File: config.mk
export PLATFORM = sky130hd
export DESIGN_NAME = moving_average_filter
export DESIGN_NICKNAME = d
export VERILOG_FILES = /design/src/maf_pkg.sv /design/src/moving_average_filter.sv /design/src/maf_ram.sv /design/src/maf_divider.sv
export VERILOG_INCLUDE_DIRS = /design/src /design/src/src
export SDC_FILE = /design/constraint.sdc
export NUM_CORES = 2
export LEC_CHECK = 0
export CAP_MARGIN = 25
export CORE_MARGIN = 8
export CORE_UTILIZATION = 55
export CTS_BUF_LIST = sky130_fd_sc_hd__clkbuf_4
export CTS_CLUSTER_SIZE = 8
export DETAILED_ROUTE_END_ITERATION = 12
export DONT_BUFFER_PORTS = 1
export PLACE_DENSITY = 0.78
export SLEW_MARGIN = 0
export SYNTH_ARGS = -nofsm -noshare
export SYNTH_HDL_FRONTEND = slang
export SYNTH_SLANG_ARGS = --single-unit
File: constraint.sdc
create_clock -name aclk -period 8.7 [get_ports aclk]
set_input_delay 0 -clock aclk [delete_from_list [all_inputs] [get_ports aclk]]
set_output_delay 0 -clock aclk [all_outputs]
set_load 0.01 [all_outputs]
File: src/moving_average_filter_defines.svh
// Assertion macros for the moving average filter.
// Used by the top level; expects aclk and aresetn in scope.
`ifndef MOVING_AVERAGE_FILTER_DEFINES_SVH
`define MOVING_AVERAGE_FILTER_DEFINES_SVH

// check cons in the same cycle as ante
`define MAF_ASSERT_SAME(label, ante, cons) \
    label: assert property (@(posedge aclk) disable iff (!aresetn) (ante) |-> (cons)) \
        else $error("moving_average_filter: check failed");

// check cons in the cycle after ante
`define MAF_ASSERT_NEXT(label, ante, cons) \
    label: assert property (@(posedge aclk) disable iff (!aresetn) (ante) |=> (cons)) \
        else $error("moving_average_filter: check failed");

`endif

File: src/maf_pkg.sv
// Shared constants, types and helpers of the moving average filter.
// No dependencies; imported by the top level, the divider and the testbench.
package maf_pkg;

    localparam int MAX_WINDOW   = 64;
    localparam int SAMPLE_WIDTH = 16;
    localparam int CFG_WIDTH    = 7;
    localparam int WINDOW_RESET = 16;

    localparam int ADDR_WIDTH = (MAX_WINDOW > 1) ? $clog2(MAX_WINDOW) : 1;
    localparam int WLEN_WIDTH = ADDR_WIDTH + 1;
    localparam int SUM_WIDTH  = SAMPLE_WIDTH + ADDR_WIDTH;
    localparam int CNT_WIDTH  = $clog2(SUM_WIDTH);

    typedef struct packed {
        logic                  start;
        logic [SUM_WIDTH-1:0]  dividend;
        logic [WLEN_WIDTH-1:0] divisor;
    } maf_div_cmd_t;

    typedef struct packed {
        logic busy;
        logic done;
    } maf_div_stat_t;

    function automatic logic [WLEN_WIDTH-1:0] eff_window(input logic [CFG_WIDTH-1:0] wl);
        logic [WLEN_WIDTH-1:0] res;
        if (wl == '0) begin
            res = WLEN_WIDTH'(1);
        end else if (int'(wl) > MAX_WINDOW) begin
            res = WLEN_WIDTH'(MAX_WINDOW);
        end else begin
            res = WLEN_WIDTH'(wl);
        end
        return res;
    endfunction

endpackage

File: src/moving_average_filter.sv
// Moving average (boxcar) filter: each request carries one signed sample; once a
// window's worth of samples of the current series has arrived, every sample yields
// one average, the floor of the window sum divided by the window length. From
// acceptance to result, the delay line RAM is read at acceptance, the UPDATE state
// updates the running sum, the bit-serial divider, which handles one request at a
// time, produces SUM_WIDTH (22) quotient bits, and the output register is loaded;
// then the block is ready for the next sample. Samples that yield no result free
// the block after the UPDATE state. A finished average waits in the output
// register while the next sample is taken in. Writing the window length restarts
// the series; no clearing pass is needed after reset.
`include "moving_average_filter_defines.svh"

module moving_average_filter
    import maf_pkg::*;
(
    input  logic                           aclk,
    input  logic                           aresetn,
    input  logic                           cfg_valid,
    output logic                           cfg_ready,
    input  logic [CFG_WIDTH-1:0]           cfg_window_len,
    input  logic                           s_valid,
    output logic                           s_ready,
    input  logic signed [SAMPLE_WIDTH-1:0] s_sample,
    input  logic                           s_start_req,
    output logic                           m_valid,
    input  logic                           m_ready,
    output logic signed [SAMPLE_WIDTH-1:0] m_average
);

    localparam logic [1:0] ST_IDLE   = 2'd0;
    localparam logic [1:0] ST_UPDATE = 2'd1;
    localparam logic [1:0] ST_DIV    = 2'd2;
    localparam logic [1:0] ST_HOLD   = 2'd3;

    logic [1:0]                    state_reg, state_next;
    logic [WLEN_WIDTH-1:0]         wlen_reg, wlen_next;
    logic signed [SUM_WIDTH-1:0]   sum_reg, sum_next;
    logic [WLEN_WIDTH-1:0]         fill_reg, fill_next;
    logic [ADDR_WIDTH-1:0]         wp_reg, wp_next;
    logic                          m_valid_reg, m_valid_next;
    logic signed [SAMPLE_WIDTH-1:0] m_average_reg;
    logic signed [SAMPLE_WIDTH-1:0] x_reg;
    logic                          start_reg;
    logic [ADDR_WIDTH-1:0]         slot_reg;
    logic                          neg_reg;

    logic                          s_accept;
    logic                          cfg_accept;
    logic [ADDR_WIDTH-1:0]         rd_addr;
    logic [SAMPLE_WIDTH-1:0]       rd_data;
    logic signed [SUM_WIDTH-1:0]   sum_base;
    logic signed [SUM_WIDTH-1:0]   drop;
    logic signed [SUM_WIDTH-1:0]   sum_new;
    logic [WLEN_WIDTH-1:0]         fill_base;
    logic [WLEN_WIDTH-1:0]         fill_new;
    logic [WLEN_WIDTH-1:0]         slot_inc;
    logic                          emit;
    logic                          load_out;
    maf_div_cmd_t                  div_cmd;
    maf_div_stat_t                 div_stat;
    logic [SUM_WIDTH-1:0]          quotient;
    logic [SAMPLE_WIDTH-1:0]       avg;

    assign cfg_ready  = 1'b1;
    assign cfg_accept = cfg_valid && cfg_ready;
    assign s_ready    = (state_reg == ST_IDLE);
    assign s_accept   = s_valid && s_ready;
    assign rd_addr    = s_start_req ? '0 : wp_reg;

    maf_ram #(
        .WIDTH (SAMPLE_WIDTH),
        .DEPTH (MAX_WINDOW)
    ) u_history (
        .aclk    (aclk),
        .wr_en   (state_reg == ST_UPDATE),
        .wr_addr (slot_reg),
        .wr_data (x_reg),
        .rd_en   (s_accept),
        .rd_addr (rd_addr),
        .rd_data (rd_data)
    );

    // running sum update with the sample leaving the window
    always_comb begin
        sum_base  = start_reg ? '0 : sum_reg;
        fill_base = start_reg ? '0 : fill_reg;
        drop      = (fill_base >= wlen_reg) ? SUM_WIDTH'(signed'(rd_data)) : '0;
        sum_new   = sum_base - drop + SUM_WIDTH'(x_reg);
        fill_new  = (fill_base < wlen_reg) ? fill_base + WLEN_WIDTH'(1) : fill_base;
        slot_inc  = WLEN_WIDTH'(slot_reg) + WLEN_WIDTH'(1);
        emit      = (fill_new >= wlen_reg);
    end

    always_comb begin
        div_cmd.start    = (state_reg == ST_UPDATE) && emit;
        div_cmd.dividend = sum_new[SUM_WIDTH-1] ? ~sum_new : sum_new;
        div_cmd.divisor  = wlen_reg;
    end

    maf_divider u_divider (
        .aclk     (aclk),
        .aresetn  (aresetn),
        .cmd      (div_cmd),
        .stat     (div_stat),
        .quotient (quotient)
    );

    assign avg      = neg_reg ? ~quotient[SAMPLE_WIDTH-1:0] : quotient[SAMPLE_WIDTH-1:0];
    assign load_out = (((state_reg == ST_DIV) && div_stat.done) || (state_reg == ST_HOLD))
                      && (!m_valid_reg || m_ready);

    always_comb begin
        state_next   = state_reg;
        wlen_next    = wlen_reg;
        sum_next     = sum_reg;
        fill_next    = fill_reg;
        wp_next      = wp_reg;
        m_valid_next = m_valid_reg;

        if (load_out) begin
            m_valid_next = 1'b1;
        end else if (m_ready) begin
            m_valid_next = 1'b0;
        end

        case (state_reg)
            ST_IDLE: begin
                if (s_accept) begin
                    state_next = ST_UPDATE;
                end
            end
            ST_UPDATE: begin
                sum_next   = sum_new;
                fill_next  = fill_new;
                wp_next    = (slot_inc >= wlen_reg) ? '0 : slot_inc[ADDR_WIDTH-1:0];
                state_next = emit ? ST_DIV : ST_IDLE;
            end
            ST_DIV: begin
                if (div_stat.done) begin
                    state_next = load_out ? ST_IDLE : ST_HOLD;
                end
            end
            ST_HOLD: begin
                if (load_out) begin
                    state_next = ST_IDLE;
                end
            end
            default: begin
                state_next = ST_IDLE;
            end
        endcase

        if (cfg_accept) begin
            wlen_next = eff_window(cfg_window_len);
            sum_next  = '0;
            fill_next = '0;
            wp_next   = '0;
        end
    end

    always_ff @(posedge aclk) begin
        if (!aresetn) begin
            state_reg   <= ST_IDLE;
            wlen_reg    <= WLEN_WIDTH'(WINDOW_RESET);
            sum_reg     <= '0;
            fill_reg    <= '0;
            wp_reg      <= '0;
            m_valid_reg <= 1'b0;
        end else begin
            state_reg   <= state_next;
            wlen_reg    <= wlen_next;
            sum_reg     <= sum_next;
            fill_reg    <= fill_next;
            wp_reg      <= wp_next;
            m_valid_reg <= m_valid_next;
        end
    end

    always_ff @(posedge aclk) begin
        if (s_accept) begin
            x_reg     <= s_sample;
            start_reg <= s_start_req;
            slot_reg  <= rd_addr;
        end
        if (div_cmd.start) begin
            neg_reg <= sum_new[SUM_WIDTH-1];
        end
        if (load_out) begin
            m_average_reg <= avg;
        end
    end

    assign m_valid   = m_valid_reg;
    assign m_average = m_average_reg;

    `MAF_ASSERT_SAME(a_idle_div_quiet, state_reg == ST_IDLE, !div_stat.busy)
    `MAF_ASSERT_SAME(a_done_in_div, div_stat.done, state_reg == ST_DIV)
    `MAF_ASSERT_SAME(a_ptr_in_window, 1'b1,
                     (WLEN_WIDTH'(wp_reg) < wlen_reg) && (fill_reg <= wlen_reg))
    `MAF_ASSERT_NEXT(a_accept_update, s_valid && s_ready, state_reg == ST_UPDATE)

endmodule

File: src/maf_ram.sv
// Generic single-write, single-read RAM with registered read data.
// No dependencies.
module maf_ram #(
    parameter int WIDTH = 16,
    parameter int DEPTH = 64
) (
    input  logic                     aclk,
    input  logic                     wr_en,
    input  logic [$clog2(DEPTH)-1:0] wr_addr,
    input  logic [WIDTH-1:0]         wr_data,
    input  logic                     rd_en,
    input  logic [$clog2(DEPTH)-1:0] rd_addr,
    output logic [WIDTH-1:0]         rd_data
);

    logic [WIDTH-1:0] mem [DEPTH];
    logic [WIDTH-1:0] rd_data_reg;

    always_ff @(posedge aclk) begin
        if (wr_en) begin
            mem[wr_addr] <= wr_data;
        end
        if (rd_en) begin
            rd_data_reg <= mem[rd_addr];
        end
    end

    assign rd_data = rd_data_reg;

endmodule

File: src/maf_divider.sv
// Bit-serial restoring divider: one quotient bit per cycle, SUM_WIDTH quotient bits.
// Depends on maf_pkg for widths and the command/status structs.
module maf_divider
    import maf_pkg::*;
(
    input  logic                 aclk,
    input  logic                 aresetn,
    input  maf_div_cmd_t         cmd,
    output maf_div_stat_t        stat,
    output logic [SUM_WIDTH-1:0] quotient
);

    localparam logic [CNT_WIDTH-1:0] LAST_STEP = CNT_WIDTH'(SUM_WIDTH - 1);

    logic                  busy_reg;
    logic                  done_reg;
    logic [CNT_WIDTH-1:0]  cnt_reg;
    logic [SUM_WIDTH-1:0]  dvd_reg;
    logic [WLEN_WIDTH-1:0] rem_reg;
    logic [WLEN_WIDTH-1:0] dsr_reg;
    logic [WLEN_WIDTH:0]   trial;
    logic [WLEN_WIDTH:0]   diff;
    logic                  fits;

    always_comb begin
        trial = {rem_reg, dvd_reg[SUM_WIDTH-1]};
        diff  = trial - {1'b0, dsr_reg};
        fits  = (trial >= {1'b0, dsr_reg});
    end

    always_ff @(posedge aclk) begin
        if (!aresetn) begin
            busy_reg <= 1'b0;
            done_reg <= 1'b0;
            cnt_reg  <= '0;
        end else begin
            done_reg <= 1'b0;
            if (cmd.start) begin
                busy_reg <= 1'b1;
                cnt_reg  <= '0;
            end else if (busy_reg) begin
                cnt_reg <= cnt_reg + CNT_WIDTH'(1);
                if (cnt_reg == LAST_STEP) begin
                    busy_reg <= 1'b0;
                    done_reg <= 1'b1;
                end
            end
        end
    end

    // shift one dividend bit into the remainder, one quotient bit out
    always_ff @(posedge aclk) begin
        if (cmd.start) begin
            dvd_reg <= cmd.dividend;
            rem_reg <= '0;
            dsr_reg <= cmd.divisor;
        end else if (busy_reg) begin
            rem_reg <= fits ? diff[WLEN_WIDTH-1:0] : trial[WLEN_WIDTH-1:0];
            dvd_reg <= {dvd_reg[SUM_WIDTH-2:0], fits};
        end
    end

    assign stat.busy = busy_reg;
    assign stat.done = done_reg;
    assign quotient  = dvd_reg;

endmodule

==> impl_metrics.env <==
export IMPL_outcome="finished, final reports clean"
export IMPL_die_h_um=312
export IMPL_cp_max_fo=33
export IMPL_largest_register_ffs=1024
export IMPL_numCtsBuffers=306
export IMPL_number_of_enable_flip_flop_cells_after_synthesis=1109
export IMPL_first_global_vias=27800
export IMPL_final_min_clock_period_ns=6.68
export IMPL_postCtsSetupRepairBufs=0
export IMPL_cell_depth_of_the_worst_hold_path=2
export IMPL_ant_nets=0
export IMPL_leak_nw=17.6
export IMPL_reg2reg_setup_slack_ns=2.02
export IMPL_met1_usage_grt_pct=28.7
export IMPL_drive_gt1_share_pct=23.2
export IMPL_setup_total_negative_slack_ns=0
export IMPL_die_area_sq_um=97100
export IMPL_number_of_drc_violations_after_detailed_routing_iteration_0=2765
export IMPL_power_ir_vdd_worst_v=0.000166
export IMPL_ys_async_sr_fraction_pct=0
export IMPL_ctsLongestPathBuffers=4
export IMPL_vias_per_cell=6.02
export IMPL_clock_pin_slew_of_the_registers_on_the_worst_case_setup_and_hold_paths_ns=0.06
export IMPL_final_min_period_over_clock_period_pct=76.7
export IMPL_min_to="x_reg[14]"
export IMPL_syn_nets=2895
export IMPL_wire_per_inst_um=24.6
export IMPL_design_final_nets=3227
export IMPL_final_common_cell="edfxtp_1"
export IMPL_synthesis_yosys_warnings=0
export IMPL_cp_start_kind="flip-flop"
export IMPL_globalplace_congestion=0.877
export IMPL_drt_drc_violations_left=0
export IMPL_ys_seq_elements=1168
export IMPL_i_o_pins=48
export IMPL_average_footprint_of_a_synthesized_cell_sq_um=17.2
export IMPL_num_vias=26900
export IMPL_hold_start="s_sample[14]"
export IMPL_relSlewSlack_pct=28.3
export IMPL_final_cell_mix="edfxtp_1, clkbuf_4, mux4_2, nand2_1, mux2i_1"
export IMPL_final_hold_worst_slack_ns=0.190
export IMPL_tightest_slew_ns=1.07
export IMPL_detailed_place_hpwl_mm=64.6
export IMPL_clock_root_buffer="clkbuf_4"
export IMPL_maxCapViolations=0
export IMPL_reg2regPathDepth=22
export IMPL_synth_area_sq_um=48000
export IMPL_antenna_violations_before_repair=4
export IMPL_ys_types=64
export IMPL_drt_pass1_iterations=7
export IMPL_final_max_slew_viol_count=0
export IMPL_syn2layout_area_growth_pct=12.5
export IMPL_grt_start_max_net_pins=67
export IMPL_critPathKind="reg2reg"
export IMPL_ctsHtreeMaxLevel=5
export IMPL_grtUsageMet2_pct=35.7
export IMPL_fmaxAchievable_mhz=150
export IMPL_clk_insertion_delay_late_ns=1.12
export IMPL_global_route_overflow_total=0
export IMPL_synth_flop_cell="edfxtp_1"
export IMPL_worstSetupEndpointType="flip-flop"
export IMPL_hp_class="in2reg"
export IMPL_synth_sequential_area_ratio_pct=71.8
export IMPL_layout_filler_cells=5957
export IMPL_syn_instance_count=2790
export IMPL_critical_path_arrival_ns=7.50
export IMPL_r2r_start="start_reg"
export IMPL_power_density_nw_per_um2=215
export IMPL_core_rowCount=108
export IMPL_total_area_of_multi_input_combinational_cells_sq_um=12500
export IMPL_hold_violations=0
export IMPL_initial_utilization_pct=55.5
export IMPL_timing_rr_end="u_divider.quotient[1]"
export IMPL_global_route_peak_usage_layer="met2"
export IMPL_count_of_input_and_output_buffers=0
export IMPL_grt_first_pass_wirelength_mm=166
export IMPL_tritoncts="built"
export IMPL_finalSetupViolations=0
export IMPL_cts_sinks=1168
export IMPL_core_region_area_sq_um=86600
export IMPL_seq_area_sq_um=34500
export IMPL_grt_total_usage_pct=22.3
export IMPL_drt_wl_total_mm=110
export IMPL_fp_dieW_um=312
export IMPL_timing_clock_skew_ns=0.123
export IMPL_rsz0062_at_grt="no"
export IMPL_data_required_time_of_the_critical_path_ns=9.53
export IMPL_global_route_track_usage_on_met3_pct=5.10
export IMPL_design_power_total_mw=11.6
per-layer routing:
metal	share of wire [%]	routed length [um]
met5	0	0
met4	4.8	5300
met3	8.2	8990
met2	48	53000
met1	39	42500
Yosys cell counts (38+ instances only):
cell      instances  area [sq um]
edfxtp_1       1109         33300
o22ai_1          52           325
o21ai_1          55           275
clkbuf_1         89           334
mux2i_1         167          1670
inv_1            87           327
a21oi_1          66           330
nand2_1         189           709
o21ai_0          52           260
nor2b_1          38           238
dfxtp_1          59          1180
o221ai_1         96           841
ha_1             54           676
nor2_1          137           514
mux4_2          192          4320
how the worst max path moves through the flow:
stage                          from                      to  slack (ns)
after floorplan           start_reg  u_divider.quotient[19]        3.37
after global placement    start_reg  u_divider.quotient[15]        2.38
after CTS                 start_reg   u_divider.quotient[1]        2.10
final                     start_reg   u_divider.quotient[1]        2.02
after global routing      start_reg   u_divider.quotient[1]        1.53
after detailed placement  start_reg  u_divider.quotient[20]        2.14
where the power goes:
part | switching (mW) | internal [mW] | leakage, nW
Combinational | 0.570 | 0.344 | 4.96
Clock | 2.08 | 2.38 | 2.16
Sequential | 0.0429 | 6.22 | 10.5
cells by family after synthesis:
| logic type | after synthesis | synth area share (%) |
|---|---|---|
| AO/OA/AOI/OAI | 397 | 5.44 |
| XOR/XNOR | 69 | 1.27 |
| adder cells (fa/ha/maj) | 76 | 2.32 |
| buffers and inverters | 251 | 2.28 |
| flip-flops | 1168 | 71.8 |
| multiplexers | 361 | 12.5 |
| other | 1 | 0.00780 |
| AND/OR/NAND/NOR | 467 | 4.39 |
stage by stage:
step | area (sq um) | setup slack (ns) | std cells | utilization, %
after global placement | 49600 | 2.38 | 3885 | 57.2
after detailed placement | 49600 | 2.14 | 3887 | 57.2
after floorplan | 48000 | 3.37 | 2790 | -
final | 54000 | 2.02 | 4470 | 62.4
after global routing | 54000 | 1.53 | 4470 | 62.4
after CTS | 54000 | 2.10 | 4464 | 62.3
critical path, cell delays in order (launching register included):
cell and delay (ns):
edfxtp_1 0.97, nor2b_1 0.20, ha_1 0.36, nor2b_1 0.13, o21ai_0 0.21, a31oi_1 0.12
o21bai_1 0.16, a21boi_1 0.16, nor2_2 0.38, o31a_1 0.70, nor2b_1 0.36, fa_1 0.57
inv_1 0.05, ha_1 0.36, a21oi_1 0.25, nor2b_1 0.10, o21ai_0 0.15, o21ai_0 0.12
nor3_2 0.19, xnor2_2 0.14, buf_4 0.35, xor2_1 0.12, mux2_2 0.27
repair_timing:
| item | CTS | global route |
|---|---|---|
| resized for setup | 0 | 0 |
| hold buffers | 80 | 0 |
| hold endpoints to repair | 145 | 0 |
final cells by class:
class	count	share of cell area, %
Multi-Input combinational cell	1371	23.2
Clock buffer	424	5.89
Sequential cell	1168	63.8
Antenna cell	4	0.0185
Clock inverter	73	0.764
Tap cell	1155	2.67
Inverter	90	0.625
Timing Repair Buffer	185	3.03
Power figures use the tool's default switching activity.
